### src/rtl/query_text_tokenizer_defines.svh
// Assertion macros for the tokenizer; sampled on clk, disabled while arst_n is low.
`ifndef QUERY_TEXT_TOKENIZER_DEFINES_SVH
`define QUERY_TEXT_TOKENIZER_DEFINES_SVH

`ifndef SYNTHESIS

`define QTT_ASSERT_IMPLY(lbl, ante, cons) \
	lbl: assert property (@(posedge clk) disable iff (!arst_n) (ante) |-> (cons)) \
		else $error("tokenizer assertion failed");

`define QTT_ASSERT_NEXT(lbl, ante, cons) \
	lbl: assert property (@(posedge clk) disable iff (!arst_n) (ante) |=> (cons)) \
		else $error("tokenizer assertion failed");

`else

`define QTT_ASSERT_IMPLY(lbl, ante, cons)
`define QTT_ASSERT_NEXT(lbl, ante, cons)

`endif

`endif

### src/rtl/qtt_pkg.sv
package qtt_pkg;

	localparam int unsigned MAX_RESULTS = 4;

	typedef enum logic [3:0] {
		K_EMPTY  = 4'd0,
		K_IDENT  = 4'd1,
		K_AND    = 4'd2,
		K_OR     = 4'd3,
		K_NUMBER = 4'd4,
		K_STRING = 4'd5,
		K_LPAREN = 4'd6,
		K_RPAREN = 4'd7,
		K_EQ     = 4'd8,
		K_NE     = 4'd9,
		K_LT     = 4'd10,
		K_LE     = 4'd11,
		K_GT     = 4'd12,
		K_GE     = 4'd13
	} qtt_kind_t;

	typedef struct packed {
		qtt_kind_t  kind;
		logic [7:0] text_byte;
		logic       is_text;
		logic       source_end;
	} qtt_result_t;

	// all results caused by one character, oldest in entry 0
	typedef struct packed {
		qtt_result_t [MAX_RESULTS-1:0] res;
		logic [2:0]                    n;
	} qtt_batch_t;

endpackage

### src/rtl/qtt_lexer.sv
module qtt_lexer (
	input  logic               clk,
	input  logic               arst_n,
	input  logic               step,
	input  logic [7:0]         ch,
	input  logic               last,
	output qtt_pkg::qtt_batch_t batch
);

	typedef enum logic [1:0] {
		M_IDLE   = 2'd0,
		M_IDENT  = 2'd1,
		M_NUMBER = 2'd2,
		M_STRING = 2'd3
	} mode_t;

	typedef enum logic [2:0] {
		P_NONE = 3'd0,
		P_EQ   = 3'd1,
		P_BANG = 3'd2,
		P_LT   = 3'd3,
		P_GT   = 3'd4
	} pend_t;

	typedef enum logic [2:0] {
		KW_NONE = 3'd0,
		KW_A    = 3'd1,
		KW_AN   = 3'd2,
		KW_AND  = 3'd3,
		KW_O    = 3'd4,
		KW_OR   = 3'd5
	} kw_t;

	localparam logic [7:0] CH_NUL     = 8'h00;
	localparam logic [7:0] CH_TAB     = 8'h09;
	localparam logic [7:0] CH_LF      = 8'h0A;
	localparam logic [7:0] CH_CR      = 8'h0D;
	localparam logic [7:0] CH_SPACE   = 8'h20;
	localparam logic [7:0] CH_BANG    = 8'h21;
	localparam logic [7:0] CH_DQUOTE  = 8'h22;
	localparam logic [7:0] CH_SQUOTE  = 8'h27;
	localparam logic [7:0] CH_LPAREN  = 8'h28;
	localparam logic [7:0] CH_RPAREN  = 8'h29;
	localparam logic [7:0] CH_DOT     = 8'h2E;
	localparam logic [7:0] CH_DIG0    = 8'h30;
	localparam logic [7:0] CH_DIG9    = 8'h39;
	localparam logic [7:0] CH_LT      = 8'h3C;
	localparam logic [7:0] CH_EQ      = 8'h3D;
	localparam logic [7:0] CH_GT      = 8'h3E;
	localparam logic [7:0] CH_UP_A    = 8'h41;
	localparam logic [7:0] CH_UP_Z    = 8'h5A;
	localparam logic [7:0] CH_BSLASH  = 8'h5C;
	localparam logic [7:0] CH_USCORE  = 8'h5F;
	localparam logic [7:0] CH_LO_A    = 8'h61;
	localparam logic [7:0] CH_LO_D    = 8'h64;
	localparam logic [7:0] CH_LO_N    = 8'h6E;
	localparam logic [7:0] CH_LO_O    = 8'h6F;
	localparam logic [7:0] CH_LO_R    = 8'h72;
	localparam logic [7:0] CH_LO_T    = 8'h74;
	localparam logic [7:0] CH_LO_Z    = 8'h7A;

	function automatic qtt_pkg::qtt_result_t mk(qtt_pkg::qtt_kind_t k, logic [7:0] b,
			logic txt, logic send);
		qtt_pkg::qtt_result_t r;
		r.kind       = k;
		r.text_byte  = b;
		r.is_text    = txt;
		r.source_end = send;
		return r;
	endfunction

	function automatic qtt_pkg::qtt_kind_t op_with_eq(pend_t p);
		qtt_pkg::qtt_kind_t k;
		unique case (p)
			P_EQ:    k = qtt_pkg::K_EQ;
			P_BANG:  k = qtt_pkg::K_NE;
			P_LT:    k = qtt_pkg::K_LE;
			P_GT:    k = qtt_pkg::K_GE;
			default: k = qtt_pkg::K_EMPTY;
		endcase
		return k;
	endfunction

	function automatic qtt_pkg::qtt_kind_t op_alone(pend_t p);
		qtt_pkg::qtt_kind_t k;
		unique case (p)
			P_LT:    k = qtt_pkg::K_LT;
			P_GT:    k = qtt_pkg::K_GT;
			default: k = qtt_pkg::K_EMPTY;
		endcase
		return k;
	endfunction

	function automatic kw_t kw_next(kw_t p, logic [7:0] c);
		kw_t k;
		if (p == KW_A && c == CH_LO_N)
			k = KW_AN;
		else if (p == KW_AN && c == CH_LO_D)
			k = KW_AND;
		else if (p == KW_O && c == CH_LO_R)
			k = KW_OR;
		else
			k = KW_NONE;
		return k;
	endfunction

	mode_t mode_q, mode_d;
	pend_t pend_q, pend_d;
	kw_t   kw_q, kw_d;
	logic  dquote_q, dquote_d;
	logic  esc_q, esc_d;
	logic  ended_q, ended_d;

	logic       go;
	logic       is_letter, is_digit, is_space;
	logic [7:0] esc_byte;
	logic [2:0] n;
	qtt_pkg::qtt_result_t [qtt_pkg::MAX_RESULTS-1:0] res;

	assign is_letter = (ch >= CH_UP_A && ch <= CH_UP_Z) || (ch >= CH_LO_A && ch <= CH_LO_Z);
	assign is_digit  = ch >= CH_DIG0 && ch <= CH_DIG9;
	assign is_space  = ch == CH_SPACE || (ch >= CH_TAB && ch <= CH_CR);
	assign esc_byte  = (ch == CH_LO_N) ? CH_LF : ((ch == CH_LO_T) ? CH_TAB : ch);

	always_comb begin
		mode_d   = mode_q;
		pend_d   = pend_q;
		kw_d     = kw_q;
		dquote_d = dquote_q;
		esc_d    = esc_q;
		ended_d  = ended_q;
		go       = 1'b0;
		n        = 3'd0;
		res      = '0;

		if (ended_q) begin
			// swallow the rest of a source cut short by NUL
			if (last)
				ended_d = 1'b0;
		end else begin
			if (ch != CH_NUL) begin
				go = 1'b1;
				// operator lookahead
				if (pend_d != P_NONE) begin
					if (ch == CH_EQ) begin
						res[n[1:0]] = mk(op_with_eq(pend_d), 8'h00, 1'b0, 1'b0);
						n = n + 3'd1;
						go = 1'b0;
					end else begin
						res[n[1:0]] = mk(op_alone(pend_d), 8'h00, 1'b0, 1'b0);
						n = n + 3'd1;
					end
					pend_d = P_NONE;
				end
				if (go && mode_d == M_IDENT) begin
					if (is_letter || is_digit || ch == CH_USCORE || ch == CH_DOT) begin
						res[n[1:0]] = mk(qtt_pkg::K_IDENT, ch, 1'b1, 1'b0);
						n = n + 3'd1;
						kw_d = kw_next(kw_d, ch);
						go = 1'b0;
					end else begin
						res[n[1:0]] = mk((kw_d == KW_AND) ? qtt_pkg::K_AND :
							((kw_d == KW_OR) ? qtt_pkg::K_OR : qtt_pkg::K_IDENT),
							8'h00, 1'b0, 1'b0);
						n = n + 3'd1;
						mode_d = M_IDLE;
						kw_d = KW_NONE;
						dquote_d = 1'b0;
						esc_d = 1'b0;
					end
				end else if (go && mode_d == M_NUMBER) begin
					if (is_digit || ch == CH_DOT) begin
						res[n[1:0]] = mk(qtt_pkg::K_NUMBER, ch, 1'b1, 1'b0);
						n = n + 3'd1;
						go = 1'b0;
					end else begin
						res[n[1:0]] = mk(qtt_pkg::K_NUMBER, 8'h00, 1'b0, 1'b0);
						n = n + 3'd1;
						mode_d = M_IDLE;
						kw_d = KW_NONE;
						dquote_d = 1'b0;
						esc_d = 1'b0;
					end
				end else if (go && mode_d == M_STRING) begin
					go = 1'b0;
					if (esc_d) begin
						res[n[1:0]] = mk(qtt_pkg::K_STRING, esc_byte, 1'b1, 1'b0);
						n = n + 3'd1;
						esc_d = 1'b0;
					end else if (ch == (dquote_d ? CH_DQUOTE : CH_SQUOTE)) begin
						res[n[1:0]] = mk(qtt_pkg::K_STRING, 8'h00, 1'b0, 1'b0);
						n = n + 3'd1;
						mode_d = M_IDLE;
						kw_d = KW_NONE;
						dquote_d = 1'b0;
					end else if (ch == CH_BSLASH) begin
						esc_d = 1'b1;
					end else begin
						res[n[1:0]] = mk(qtt_pkg::K_STRING, ch, 1'b1, 1'b0);
						n = n + 3'd1;
					end
				end
				// between tokens
				if (go) begin
					if (is_space) begin
						mode_d = M_IDLE;
					end else if (is_letter || ch == CH_USCORE) begin
						mode_d = M_IDENT;
						kw_d = (ch == CH_LO_A) ? KW_A : ((ch == CH_LO_O) ? KW_O : KW_NONE);
						res[n[1:0]] = mk(qtt_pkg::K_IDENT, ch, 1'b1, 1'b0);
						n = n + 3'd1;
					end else if (is_digit) begin
						mode_d = M_NUMBER;
						res[n[1:0]] = mk(qtt_pkg::K_NUMBER, ch, 1'b1, 1'b0);
						n = n + 3'd1;
					end else if (ch == CH_SQUOTE || ch == CH_DQUOTE) begin
						mode_d = M_STRING;
						dquote_d = ch == CH_DQUOTE;
						esc_d = 1'b0;
					end else if (ch == CH_LPAREN) begin
						res[n[1:0]] = mk(qtt_pkg::K_LPAREN, 8'h00, 1'b0, 1'b0);
						n = n + 3'd1;
					end else if (ch == CH_RPAREN) begin
						res[n[1:0]] = mk(qtt_pkg::K_RPAREN, 8'h00, 1'b0, 1'b0);
						n = n + 3'd1;
					end else if (ch == CH_EQ) begin
						pend_d = P_EQ;
					end else if (ch == CH_BANG) begin
						pend_d = P_BANG;
					end else if (ch == CH_LT) begin
						pend_d = P_LT;
					end else if (ch == CH_GT) begin
						pend_d = P_GT;
					end else begin
						res[n[1:0]] = mk(qtt_pkg::K_EMPTY, 8'h00, 1'b0, 1'b0);
						n = n + 3'd1;
					end
				end
			end

			// end of source: flush operator, open token, then the end marker
			if (ch == CH_NUL || last) begin
				if (pend_d != P_NONE) begin
					res[n[1:0]] = mk(op_alone(pend_d), 8'h00, 1'b0, 1'b0);
					n = n + 3'd1;
				end
				if (mode_d == M_IDENT) begin
					res[n[1:0]] = mk((kw_d == KW_AND) ? qtt_pkg::K_AND :
						((kw_d == KW_OR) ? qtt_pkg::K_OR : qtt_pkg::K_IDENT),
						8'h00, 1'b0, 1'b0);
					n = n + 3'd1;
				end else if (mode_d == M_NUMBER) begin
					res[n[1:0]] = mk(qtt_pkg::K_NUMBER, 8'h00, 1'b0, 1'b0);
					n = n + 3'd1;
				end else if (mode_d == M_STRING) begin
					if (esc_d) begin
						res[n[1:0]] = mk(qtt_pkg::K_STRING, CH_BSLASH, 1'b1, 1'b0);
						n = n + 3'd1;
					end
					res[n[1:0]] = mk(qtt_pkg::K_STRING, 8'h00, 1'b0, 1'b0);
					n = n + 3'd1;
				end
				res[n[1:0]] = mk(qtt_pkg::K_EMPTY, 8'h00, 1'b0, 1'b1);
				n = n + 3'd1;
				pend_d   = P_NONE;
				mode_d   = M_IDLE;
				kw_d     = KW_NONE;
				dquote_d = 1'b0;
				esc_d    = 1'b0;
				if (ch == CH_NUL && !last)
					ended_d = 1'b1;
			end
		end
	end

	assign batch.res = res;
	assign batch.n   = n;

	always_ff @(posedge clk or negedge arst_n) begin
		if (!arst_n) begin
			mode_q   <= M_IDLE;
			pend_q   <= P_NONE;
			kw_q     <= KW_NONE;
			dquote_q <= 1'b0;
			esc_q    <= 1'b0;
			ended_q  <= 1'b0;
		end else if (step) begin
			mode_q   <= mode_d;
			pend_q   <= pend_d;
			kw_q     <= kw_d;
			dquote_q <= dquote_d;
			esc_q    <= esc_d;
			ended_q  <= ended_d;
		end
	end

endmodule

### src/rtl/qtt_out_buf.sv
module qtt_out_buf (
	input  logic                 clk,
	input  logic                 arst_n,
	input  logic                 load,
	input  qtt_pkg::qtt_batch_t  batch,
	output logic                 free,
	output logic                 out_valid,
	input  logic                 out_ready,
	output qtt_pkg::qtt_result_t out_res,
	output logic                 out_final
);

	qtt_pkg::qtt_result_t [qtt_pkg::MAX_RESULTS-1:0] slot_q;
	logic [2:0] cnt_q;
	logic       pop;

	assign out_valid = cnt_q != 3'd0;
	assign pop       = out_valid && out_ready;
	// free when the next cycle finds no result left from the previous character
	assign free      = (cnt_q == 3'd0) || (cnt_q == 3'd1 && out_ready);
	assign out_res   = slot_q[0];
	assign out_final = cnt_q == 3'd1;

	always_ff @(posedge clk or negedge arst_n) begin
		if (!arst_n) begin
			cnt_q <= 3'd0;
		end else if (load) begin
			cnt_q <= batch.n;
		end else if (pop) begin
			cnt_q <= cnt_q - 3'd1;
		end
	end

	always_ff @(posedge clk) begin
		if (load) begin
			slot_q <= batch.res;
		end else if (pop) begin
			for (int i = 0; i < qtt_pkg::MAX_RESULTS - 1; i++)
				slot_q[i] <= slot_q[i+1];
		end
	end

endmodule

### src/rtl/query_text_tokenizer.sv
// Channel  Dir  tdata                 tuser                                    tlast
// s_*      in   [7:0] ch              -                                        last
// m_*      out  [7:0] text_byte       [3:0] kind, [4] is_text, [5] source_end  run_last
//
// One character per cycle while each character gives at most one result and m_tready is high; a
// character with more results holds the input while they leave, one per cycle while m_tready is high.
// The first result of a character reaches m_* through the input register and then the result buffer.
// arst_n clears lexer state and the result buffer; no sweep after reset.
// A stalled m_tready backs up into s_tready through the input register.
`include "query_text_tokenizer_defines.svh"

module query_text_tokenizer (
	input  logic       clk,
	input  logic       arst_n,
	input  logic       s_tvalid,
	output logic       s_tready,
	input  logic [7:0] s_tdata,  // [7:0] ch
	input  logic       s_tlast,
	output logic       m_tvalid,
	input  logic       m_tready,
	output logic [7:0] m_tdata,  // [7:0] text_byte
	output logic [7:0] m_tuser,  // [3:0] kind, [4] is_text, [5] source_end, [7:6] zero
	output logic       m_tlast
);

	logic       valid_s1;
	logic [7:0] ch_s1;
	logic       last_s1;
	logic       buf_free;
	logic       step;

	qtt_pkg::qtt_batch_t  batch;
	qtt_pkg::qtt_result_t out_res;

	assign step     = valid_s1 && buf_free;
	assign s_tready = !valid_s1 || buf_free;

	always_ff @(posedge clk or negedge arst_n) begin
		if (!arst_n) begin
			valid_s1 <= 1'b0;
		end else if (s_tvalid && s_tready) begin
			valid_s1 <= 1'b1;
		end else if (step) begin
			valid_s1 <= 1'b0;
		end
	end

	always_ff @(posedge clk) begin
		if (s_tvalid && s_tready) begin
			ch_s1   <= s_tdata;
			last_s1 <= s_tlast;
		end
	end

	qtt_lexer u_lexer (
		.clk    (clk),
		.arst_n (arst_n),
		.step   (step),
		.ch     (ch_s1),
		.last   (last_s1),
		.batch  (batch)
	);

	qtt_out_buf u_out_buf (
		.clk       (clk),
		.arst_n    (arst_n),
		.load      (step),
		.batch     (batch),
		.free      (buf_free),
		.out_valid (m_tvalid),
		.out_ready (m_tready),
		.out_res   (out_res),
		.out_final (m_tlast)
	);

	assign m_tdata = out_res.is_text ? out_res.text_byte : 8'h00;
	assign m_tuser = {2'b00, out_res.source_end, out_res.is_text, out_res.kind};

	// a new batch never overwrites results still owed downstream
	`QTT_ASSERT_IMPLY(a_load_when_free, step,
		!m_tvalid || (m_tlast && m_tready))
	// the end marker is always the final result of its character
	`QTT_ASSERT_IMPLY(a_end_is_final, m_tvalid && out_res.source_end, m_tlast && !out_res.is_text)
	// text bytes only belong to identifiers, numbers and strings
	`QTT_ASSERT_IMPLY(a_text_kind, m_tvalid && out_res.is_text,
		out_res.kind == qtt_pkg::K_IDENT || out_res.kind == qtt_pkg::K_NUMBER ||
		out_res.kind == qtt_pkg::K_STRING)

endmodule
### config.mk
export PLATFORM = sky130hd
export DESIGN_NAME = query_text_tokenizer
export DESIGN_NICKNAME = d
export VERILOG_FILES = /design/src/rtl/qtt_pkg.sv /design/src/rtl/qtt_lexer.sv /design/src/rtl/qtt_out_buf.sv /design/src/rtl/query_text_tokenizer.sv
export VERILOG_INCLUDE_DIRS = /design/src /design/src/rtl
export SDC_FILE = /design/constraint.sdc
export NUM_CORES = 1
export LEC_CHECK = 0
export BUFFER_PORTS_ARGS = -buffer_cell sky130_fd_sc_hd__buf_2
export CORE_MARGIN = 2
export CORE_UTILIZATION = 65
export CTS_BUF_LIST = sky130_fd_sc_hd__clkbuf_8
export DETAILED_ROUTE_END_ITERATION = 8
export HOLD_SLACK_MARGIN = 0.12
export PLACE_DENSITY = 0.84
export SLEW_MARGIN = 20
export SYNTH_ARGS = -nofsm -noshare
export SYNTH_HDL_FRONTEND = slang
export SYNTH_SLANG_ARGS = --single-unit
### constraint.sdc
create_clock -name clk -period 16.4 [get_ports clk]
set_clock_uncertainty 0.15 [all_clocks]
set_input_delay 0.82 -clock clk [delete_from_list [all_inputs] [get_ports clk]]
set_output_delay 0.82 -clock clk [all_outputs]
set_load 0.01 [all_outputs]
==> results of run 1 <==
sequential cells by signal (all words and copies together) (netlist names):
name,cells
u_out_buf.slot_q,42
u_out_buf.cnt_q,3
valid_s1,1
u_lexer.mode_q,2
u_lexer.kw_q,3
u_lexer.ended_q,1
u_out_buf.out_res,14
ch_s1,8
last_s1,1
u_lexer.pend_q,3
u_lexer.dquote_q,1
u_lexer.esc_q,1
worst paths after layout:
kind / startpoint / endpoint / slack [ps]
hold reg to reg: u_out_buf.slot_q[35]$_DFFE_PP_ / u_out_buf.slot_q[21]$_DFFE_PP_ / 380
setup / recovery: ch_s1[1]$_DFFE_PP_ / u_out_buf.slot_q[34]$_DFFE_PP_ / 8490
setup reg to reg: ch_s1[1]$_DFFE_PP_ / u_out_buf.slot_q[34]$_DFFE_PP_ / 8490
max in group asynchronous: arst_n / u_lexer.esc_q$_DFFE_PN0P_ / 15650
hold / removal: arst_n / u_lexer.mode_q[0]$_DFFE_PN0P_ / 180
min in group clk: u_out_buf.slot_q[35]$_DFFE_PP_ / u_out_buf.slot_q[21]$_DFFE_PP_ / 380
area by class of cell:
cell class | instances | area, um2
Timing Repair Buffer | 37 | 205.2
Tap cell | 133 | 166.4
Inverter | 26 | 97.59
Clock buffer | 9 | 123.9
Fill cell | 813 | 2979
Sequential cell | 80 | 2327
Clock inverter | 7 | 88.84
Multi-Input combinational cell | 559 | 3651
stage by stage:
| step | cell area, um2 | setup WS, ps | power [W] | hold slack (ps) | util |
|---|---|---|---|---|---|
| 4_1_cts | 6658 | 8731 | 0.001219 | 195.8 | 0.6907 |
| 3_3_place_gp | 6445 | 9237 | 0.001043 | 339.4 | 0.6686 |
| 6_report | 6660 | 8495 | 0.001240 | 177.7 | 0.6909 |
| 3_5_place_dp | 6445 | 8780 | 0.001062 | 361.5 | 0.6686 |
| 5_1_grt | 6660 | 8013 | 0.001313 | 202.1 | 0.6909 |
| 2_1_floorplan | 6361 | 9849 | 0.0008749 | 326.7 | - |
cell families (layout without fill, tap and decap cells):
family,after synthesis,after routing
AND/OR/NAND/NOR,267,267
AO/OA/AOI/OAI,246,246
buffers and inverters,85,79
flip-flops,80,80
adder cells (fa/ha/maj),25,25
XOR/XNOR,9,9
multiplexers,9,9
other,1,3
layer usage:
layer / vias to the layer above / track usage / routed length (um)
li1: 2714 / - / -
met1: 2835 / 0.5408 / 7595
met2: 537 / 0.5757 / 8798
met3: 81 / 0.1200 / 2972
met4: 0 / 0.1741 / 922
met5: - / 0 / 0
worst max-delay path: cells and delay by family, from the launching register on:
family / cells / cell delay, ps
flops: 1 / 800
simple gates: 5 / 1670
buf+inv: 2 / 250
compound gates: 7 / 2170
fa+ha+maj: 6 / 1850
mux: 3 / 880
power groups by stage:
stage	clock network (W)	logic [W]	registers (W)
2_1_floorplan	0	0.000516	0.000359
3_3_place_gp	0	0.000643	0.000400
3_5_place_dp	0	0.000658	0.000405
4_1_cts	0.000158	0.000661	0.000400
5_1_grt	0.000167	0.000735	0.000411
6_report	0.000158	0.000680	0.000402
cell usage in the layout (no fill, tap or decap), types with 17 or more instances in the layout:
master	count
nand3_1	25
buf_2	29
nand2_1	81
o21ai_0	39
inv_1	24
edfxtp_1	65
ha_1	25
a22oi_1	18
and2_1	17
nor2_1	50
a21oi_1	49
==> key figures, run 1 <==
Outcome
  – Status: completed

Global route
  – First-pass GRT wire length: 30.99 mm
  – Vias in the first global route: 5562
  – Initial antenna violation count: 0
  – Total congestion overflow: 0
  – GRT Total Usage: 0.3932
  – Largest net degree at the start of global routing: 49

Synthesis
  – Synthesized area: 0.006354 mm2
  – Number of synthesis warnings: 0
  – Mux contribution to synthesized area: 0.01635
  – Compound-Gate Fraction of Synth Area: 0.2769
  – Post-synth EDFFs: 65
  – Seq/Total Area, Yosys: 0.3663
  – Synth top area cells: edfxtp_1 31%, dfrtp_1 5.9%, ha_1 4.9%
  – Post-synthesis cell count: 722
  – XOR/XNOR Fraction of Synth Area: 0.01359
  – Synthesized area per cell: 8.800 um2
  – Top-count cell post-synth: nand2_1
  – Post-synthesis simple-gate area fraction: 0.2164
  – Netlist cell types: 90
  – Fraction of registers with async set/reset: 0.1875
  – Main combinational cell family by area after synthesis: compound AO/OA/AOI/OAI gates
  – Most used DFF post-synth: edfxtp_1
  – Post-synth top area share: 0.3072
  – Yosys top cell by area: edfxtp_1
  – Post-Synth Adder-Cell Area: 0.04923
  – Synth Register Bits: 80
  – Most frequent cells after synthesis: 81 x nand2_1, 65 x edfxtp_1, 51 x nor2_1

Run
  – Max cap viols: 0

Placement
  – Placed cell count: 835
  – Post-DP HPWL: 14.71 mm
  – GPL Wtd Cong: 1.086
  – Port Buffers: 29

Finish
  – Fraction of layout cells with a size suffix above 1: 0.1253
  – Fin cells: 851
  – Nets@finish: 751
  – Area grow syn2layout: 4.825%
  – Ant. Diodes: 0

Clock tree
  – PostCTS Resize Cnt: 0
  – Clock Path Buffers: 2
  – H-tree Lvls: 3
  – CTS tree: built
  – Hold buffer count at cts: 0
  – # clock sinks: 80
  – Root buffer cell: clkbuf_8
  – CTS buffer count: 9
  – Post CTS Setup Buffer Count: 0
  – Clock transition at path regs: 100 ps
  – Later-pin clock latency in the skew report: 380 ps

Setup path
  – CP required: 16490 ps
  – CP peak stage delay: 800 ps
  – R2R depth: 23
  – CP dominant cell by count: ha_1
  – Crit path kind: flip-flop to flip-flop
  – Setup crit end kind: flip-flop
  – Crit-path max FO: 31
  – CP max-delay cell: edfxtp_1
  – Crit path DAT: 8000 ps
  – Crit-path cells: nor4b_1, nand3_1, ha_1, mux2_1, a211oi_1, ha_1, mux2_2, nor2_1, inv_1, ha_1, mux2i_2, inv_1, ha_1, nor2_1, a21oi_1, ha_1, a22oi_1, o21ai_0, ha_1, or3_1, a221oi_1, o2111a_2, a221o_1
  – CP startpoint kind: flip-flop

Drt
  – Initial DRC count: 968
  – Drt via density: 7.247
  – DRC violations left: 0
  – First-pass detailed-route iteration total: 6
  – ANT nets after route: 0
  – DR vias: 6167
  – WL final: 20.29 mm
  – Wire length per cell: 23.84 um

Timing
  – Fmax: 126.5 MHz
  – RSZ-0062 raised after global routing: false
  – Slew of the pin with the lowest slew margin: 1035 ps
  – # setup viols final: 0
  – Fin. Hold Viols: 0
  – Setup TNS: 0 ps
  – Pins Over Slew Limit: 0
  – Relative slew slack: 0.3025
  – Minimum clock period: 7905 ps
  – Final worst-path cycle share: 0.4820

Power and ir drop
  – Pwr/cell area: 186.2 mW/mm2
  – Switching share of power: 0.4811
  – Sequential share of power: 0.324
  – Leakage: 2.552 nW
  – Gate power share: 0.548
  – Psw: 0.0005968 W
  – VDD IR max: 0.0001748 V
  – Clock power share: 0.127
  – Int Pwr: 0.0006436 W

Die
  – Starting Density: 0.6591
  – Ports: 32
  – Die Ht: 102.9 um
  – Die X: 102.9 um
  – # rows: 36
  – Die area: 0.01058 mm2
  – Core area: 0.009639 mm2

Min path
  – Hold Crit Class: primary input to asynchronous set/reset pin
Note: power is estimated with default switching activity, not from simulation.
==> run 2: changes to the inputs <==
CORE_UTILIZATION = 58   (was 65)
PLACE_DENSITY = 0.79   (was 0.84)
clock period = 6.65 ns   (was 16.4 ns; I/O delays follow)
==> key figures, run 2 (synthesized netlist as in run 1, its figures left out) <==
Placement
  – GPL Wtd Cong: 1.025
  – Post-DP HPWL: 16.55 mm
  – Pre-CTS setup slack: 56.17 ps
  – Port Buffers: 29

Power and ir drop
  – Sequential share of power: 0.285
  – Int Pwr: 0.001679 W
  – Pwr/cell area: 455.0 mW/mm2
  – Psw: 0.001576 W
  – VDD IR max: 0.0003830 V
  – Power, Total: 0.003255 W
  – Gate power share: 0.592
  – Leakage: 2.813 nW
  – Clock power share: 0.123
  – Switching share of power: 0.4842

Setup path
  – Setup crit end kind: flip-flop
  – CP startpoint kind: flip-flop
  – Reg2Reg Capture Point: u_out_buf.out_res[4]$_DFFE_PP_
  – Worst Setup SP: ch_s1[0]$_DFFE_PP_
  – Capture point of the worst path: u_out_buf.out_res[4]$_DFFE_PP_
  – Crit path DAT: 6450 ps
  – R2R Path Start: ch_s1[0]$_DFFE_PP_
  – R2R setup slack: 280 ps
  – Crit-path max FO: 6
  – CP required: 6730 ps
  – R2R depth: 26
  – Crit path kind: flip-flop to flip-flop

Drt
  – ANT nets after route: 0
  – DRC violations left: 0
  – WL final: 22.42 mm
  – Initial DRC count: 839
  – DR vias: 6512
  – Drt via density: 7.156
  – Wire length per cell: 24.64 um
  – First-pass detailed-route iteration total: 6

Clock tree
  – # clock sinks: 80
  – Root buffer cell: clkbuf_8
  – Clock Path Buffers: 2
  – CTS tree: built
  – H-tree Lvls: 3
  – Later-pin clock latency in the skew report: 390 ps
  – Clock transition at path regs: 90 ps
  – CTS buffer count: 9

Finish
  – Most frequent cells in the layout: 80 x nand2_1, 65 x edfxtp_1, 49 x buf_4, 48 x a21oi_1, 46 x nor2_1
  – Area grow syn2layout: 12.58%
  – Commonest non-fill, non-tap cell in the layout: nand2_1
  – Fraction of layout cells with a size suffix above 1: 0.1883
  – Max FFs per register: 42
  – Nets@finish: 803
  – Biggest register: u_out_buf.slot_q
  – Ant. Diodes: 0
  – Fillers: 901
  – Finished Core Util: 0.6657

Timing
  – Relative slew slack: 0.3410
  – Final setup margin: 281.9 ps
  – Fmax: 157.0 MHz
  – Minimum clock period: 6368 ps
  – RSZ-0062 raised after global routing: false
  – Slew of the pin with the lowest slew margin: 980.9 ps
  – Final worst-path cycle share: 0.9576
  – Hold_ws: 192.7 ps
  – # setup viols final: 0
  – Setup TNS: 0 ps
  – Fin. Hold Viols: 0
  – Pins Over Slew Limit: 0

Global route
  – Largest net degree at the start of global routing: 49
  – GRT Total Usage: 0.3901
  – First-pass GRT wire length: 34.14 mm
  – Vias in the first global route: 6041
  – Total congestion overflow: 0
  – Initial antenna violation count: 0

Die
  – Die Ht: 108.7 um
  – # rows: 38
  – Starting Density: 0.5913
  – Die area: 0.01181 mm2
  – Die X: 108.7 um
  – Core area: 0.01075 mm2
  – Ports: 32

Outcome
  – Status: completed

Run
  – Max cap viols: 0

Min path
  – Hold Crit Class: primary input to flip-flop
  – Hold path depth: 4
[run 2: cell count changes in the layout (fill, tap and decap cells not counted), sizes merged]
cell / change
dlygate4sd3: +11
inv: +3
buf: +41
clkinv: -3
[run 2: final cells by class]
| class | count | area (um2) | share of cell area |
|---|---|---|---|
| clock buffers | 9 | 123.9 | 0.01732 |
| clock inverters | 7 | 83.83 | 0.01172 |
| inverters | 26 | 97.59 | 0.01364 |
| multi-input cells | 559 | 3722 | 0.5204 |
| flip-flops and latches | 80 | 2327 | 0.3253 |
| well taps | 140 | 175.2 | 0.02449 |
| repair buffers | 89 | 623.1 | 0.08711 |
[run 2: power groups by stage]
stage                     logic, W  clock network [W]  registers [W]
after floorplan            0.00127                  0       0.000886
after global placement     0.00177                  0       0.000924
after detailed placement   0.00181                  0       0.000939
after CTS                  0.00183           0.000397       0.000927
after global routing       0.00205           0.000416       0.000945
final                      0.00193           0.000399       0.000929
[run 2: stage by stage]
step / instance area (um2) / std cells
after floorplan: 6361 / 724
after global routing: 7153 / 910
after detailed placement: 6734 / 879
after global placement: 6731 / 879
final: 7153 / 910
after CTS: 7052 / 906
[run 2: layer usage]
metal / GRT usage / routed length (um) / up-vias
li1: - / - / 2821
met1: 0.5332 / 8872 / 3135
met2: 0.6054 / 10240 / 480
met3: 0.09803 / 2478 / 76
met4: 0.1346 / 828 / 0
met5: 0 / 0 / -
[run 2: worst min path at each step]
stage                     startpoint                        endpoint  slack, ps
after CTS                   m_tready  u_out_buf.cnt_q[2]$_DFFE_PN0P_        190
after global placement        arst_n     u_lexer.ended_q$_DFFE_PN0P_        130
after global routing          arst_n   u_lexer.mode_q[1]$_DFFE_PN0P_        270
final                       m_tready  u_out_buf.cnt_q[2]$_DFFE_PN0P_        190
after detailed placement      arst_n  u_out_buf.cnt_q[1]$_DFFE_PN0P_        120
after floorplan               arst_n    u_lexer.dquote_q$_DFFE_PN0P_       -110
[run 2: repair_timing]
item	CTS	global route
hold endpoints to repair	25	0
endpoints found under the setup margin	0	29
hold buffers	11	0
buffers inserted	0	4
resized for setup	0	16
[run 2: critical path: stages (launching register included)]
cell and delay, ps:
edfxtp_1 460, or3b_2 530, a211o_1 370, and2_2 250, a31o_2 240, a32o_1 220, nand2_2 100, inv_1 70
ha_1 260, mux2_2 280, nor2_2 110, inv_1 70, ha_1 290, mux2i_2 170, inv_1 90, ha_1 310
nor2_2 160, a21oi_2 60, ha_1 270, a22oi_1 90, o21a_1 140, ha_1 220, or3_1 400, a2111o_1 450
nor2_1 110, nor2_1 100, o21ai_1 220
==> run 3: changes to the inputs <==
ABC_AREA = 1   (was not set)
CORE_ASPECT_RATIO = 1.4   (was not set)
CORE_MARGIN = 10   (was 2)
CORE_UTILIZATION = 59   (was 58)
PLACE_DENSITY = 0.8   (was 0.79)
==> key figures, run 3 <==
Setup path
  – Crit path kind: flip-flop to flip-flop
  – CP max-delay cell: edfxtp_1
  – R2R depth: 28
  – CP startpoint kind: flip-flop
  – CP required: 6740 ps
  – Setup crit end kind: flip-flop
  – Crit-path max FO: 9
  – CP dominant cell by count: ha_1
  – CP peak stage delay: 560 ps
  – Crit path DAT: 6200 ps

Synthesis
  – XOR/XNOR Fraction of Synth Area: 0.004650
  – Mux contribution to synthesized area: 0
  – Post-synthesis cell count: 1063
  – Fraction of registers with async set/reset: 0.1875
  – Synthesized area per cell: 6.835 um2
  – Netlist cell types: 59
  – Yosys top cell by area: edfxtp_1
  – Synth Register Bits: 80
  – Top-count cell post-synth: nand2_1
  – Number of synthesis warnings: 0
  – Post-Synth Adder-Cell Area: 0.04305
  – Post-synth top area share: 0.2686
  – Most used DFF post-synth: edfxtp_1
  – Compound-Gate Fraction of Synth Area: 0.1781
  – Post-synthesis simple-gate area fraction: 0.3430
  – Seq/Total Area, Yosys: 0.3203
  – Post-synth EDFFs: 65
  – Synthesized area: 0.007266 mm2
  – Most frequent cells after synthesis: 278 x nand2_1, 136 x inv_1, 100 x nor2_1
  – Synth top area cells: edfxtp_1 27%, nand2_1 14%, inv_1 7.0%
  – Main combinational cell family by area after synthesis: simple AND/OR/NAND/NOR gates

Power and ir drop
  – Int Pwr: 0.001845 W
  – Power, Total: 0.004331 W
  – Clock power share: 0.102
  – Leakage: 3.726 nW
  – Psw: 0.002486 W
  – Sequential share of power: 0.201
  – Gate power share: 0.697
  – Switching share of power: 0.5740
  – VDD IR max: 0.0005715 V
  – Pwr/cell area: 554.2 mW/mm2

Drt
  – Initial DRC count: 1090
  – WL final: 27.27 mm
  – Wire length per cell: 21.94 um
  – ANT nets after route: 0
  – DR vias: 7889
  – DRC violations left: 0
  – Drt via density: 6.347
  – First-pass detailed-route iteration total: 7
  – Met3 routed WL: 2.909 mm
  – Top Layer Used: met4
  – Wl on met1: 10.06 mm
  – Met2 routed WL: 12.51 mm

Finish
  – Most frequent cells in the layout: 278 x nand2_1, 135 x inv_1, 100 x nor2_1, 65 x edfxtp_1, 64 x nand3_1
  – Commonest non-fill, non-tap cell in the layout: nand2_1
  – Area grow syn2layout: 7.560%
  – Ant. Diodes: 0
  – Fraction of layout cells with a size suffix above 1: 0.1241
  – Biggest register: u_out_buf.slot_q
  – Max FFs per register: 42
  – Nets@finish: 1129

Clock tree
  – CTS tree: built
  – Later-pin clock latency in the skew report: 370 ps
  – H-tree Lvls: 3
  – Hold buffer count at cts: 11
  – Clock transition at path regs: 100 ps
  – Root buffer cell: clkbuf_8
  – # clock sinks: 80
  – Post CTS Setup Buffer Count: 0
  – PostCTS Resize Cnt: 0
  – CTS buffer count: 9
  – Clock Path Buffers: 2

Die
  – Die area: 0.01722 mm2
  – Die Ht: 151.3 um
  – Core area: 0.01194 mm2
  – Die X: 113.8 um
  – Ports: 32
  – # rows: 47
  – Starting Density: 0.6086

Global route
  – Largest net degree at the start of global routing: 44
  – First-pass GRT wire length: 42.01 mm
  – Total congestion overflow: 0
  – Initial antenna violation count: 0
  – Vias in the first global route: 7409
  – GRT Total Usage: 0.3143

Timing
  – Hold_ws: 238.3 ps
  – Setup TNS: 0 ps
  – Relative slew slack: 0.3907
  – Pins Over Slew Limit: 0
  – Final worst-path cycle share: 0.9182
  – RSZ-0062 raised after global routing: false
  – Fmax: 163.8 MHz
  – # setup viols final: 0
  – Fin. Hold Viols: 0
  – Slew of the pin with the lowest slew margin: 913.0 ps
  – Minimum clock period: 6106 ps
  – Final setup margin: 543.8 ps

Run
  – Max cap viols: 0

Placement
  – Port Buffers: 29
  – Post-DP HPWL: 20.78 mm
  – Pre-CTS setup slack: 725.9 ps
  – GPL Wtd Cong: 1.057

Min path
  – Hold Crit Class: primary input to flip-flop
  – Hold path depth: 6

Outcome
  – Status: completed
## run 3: cell types whose count changed after synthesis, moves of 13 or more
| cell | delta |
|---|---|
| a22o_1 | -13 |
| and2_1 | -17 |
| clkbuf_1 | -23 |
| inv_1 | +112 |
| inv_2 | +18 |
| nand2_1 | +197 |
| nand2_2 | +16 |
| nand3_1 | +39 |
| nor2_1 | +49 |
| nor2_2 | +14 |
| o21ai_0 | +24 |
| o21ai_1 | +14 |
## run 3: cells by family (layout without fill, tap and decap cells)
kind of cell,Yosys count,count (layout)
XOR/XNOR,3,3
adder cells (fa/ha/maj),25,25
other,1,3
buffers and inverters,194,225
AO/OA/AOI/OAI,211,211
flip-flops,80,80
AND/OR/NAND/NOR,549,549
## run 3: through the flow
stage               instances  instance area, um2  utilization
floorplan                1065                7273            -
global placement         1216                7473       0.6260
detailed placement       1216                7473       0.6260
CTS                      1243                7815       0.6546
global route             1243                7815       0.6546
finish                   1243                7815       0.6546
## run 3: cell type report
type / instances / area, um2
multi-input cells: 791 / 4144
fillers: 1028 / 4123
flip-flops and latches: 80 / 2327
inverters: 160 / 605.6
repair buffers: 49 / 322.8
well taps: 147 / 183.9
clock buffers: 9 / 123.9
clock inverters: 7 / 107.6
## run 3: routing by layer
| metal | track usage | vias up |
|---|---|---|
| met2 | 0.4977 | 589 |
| met5 | 0 | - |
| met4 | 0.1897 | 0 |
| met3 | 0.06611 | 118 |
| li1 | - | 3597 |
| met1 | 0.3847 | 3585 |
## run 3: worst paths after layout
check	startpoint	end	slack, ps
worst min-delay path	m_tready	valid_s1$_DFFE_PN0P_	240
max in group asynchronous	arst_n	u_out_buf.cnt_q[0]$_DFFE_PN0P_	5790
worst min register to register	u_out_buf.slot_q[28]$_DFFE_PP_	u_out_buf.slot_q[14]$_DFFE_PP_	390
worst max-delay path	ch_s1[1]$_DFFE_PP_	u_out_buf.out_res[12]$_DFFE_PP_	540
worst max register to register	ch_s1[1]$_DFFE_PP_	u_out_buf.out_res[12]$_DFFE_PP_	540
min in group asynchronous	arst_n	u_lexer.pend_q[1]$_DFFE_PN0P_	260
## run 3: power by group through the flow
stage,Combinational (W),Clock (W),Sequential (W)
floorplan,0.00213,0,0.000818
global placement,0.00289,0,0.000868
detailed placement,0.00291,0,0.000876
CTS,0.00293,0.000439,0.000864
global route,0.00331,0.000452,0.000880
finish,0.00302,0.000443,0.000870
## run 3: worst max-delay path: cells and delay by family (launching register included)
kind | cells | cell delay [ps]
compound gates | 8 | 1660
fa+ha+maj | 5 | 1460
buf+inv | 6 | 590
flops | 1 | 560
simple gates | 9 | 1550
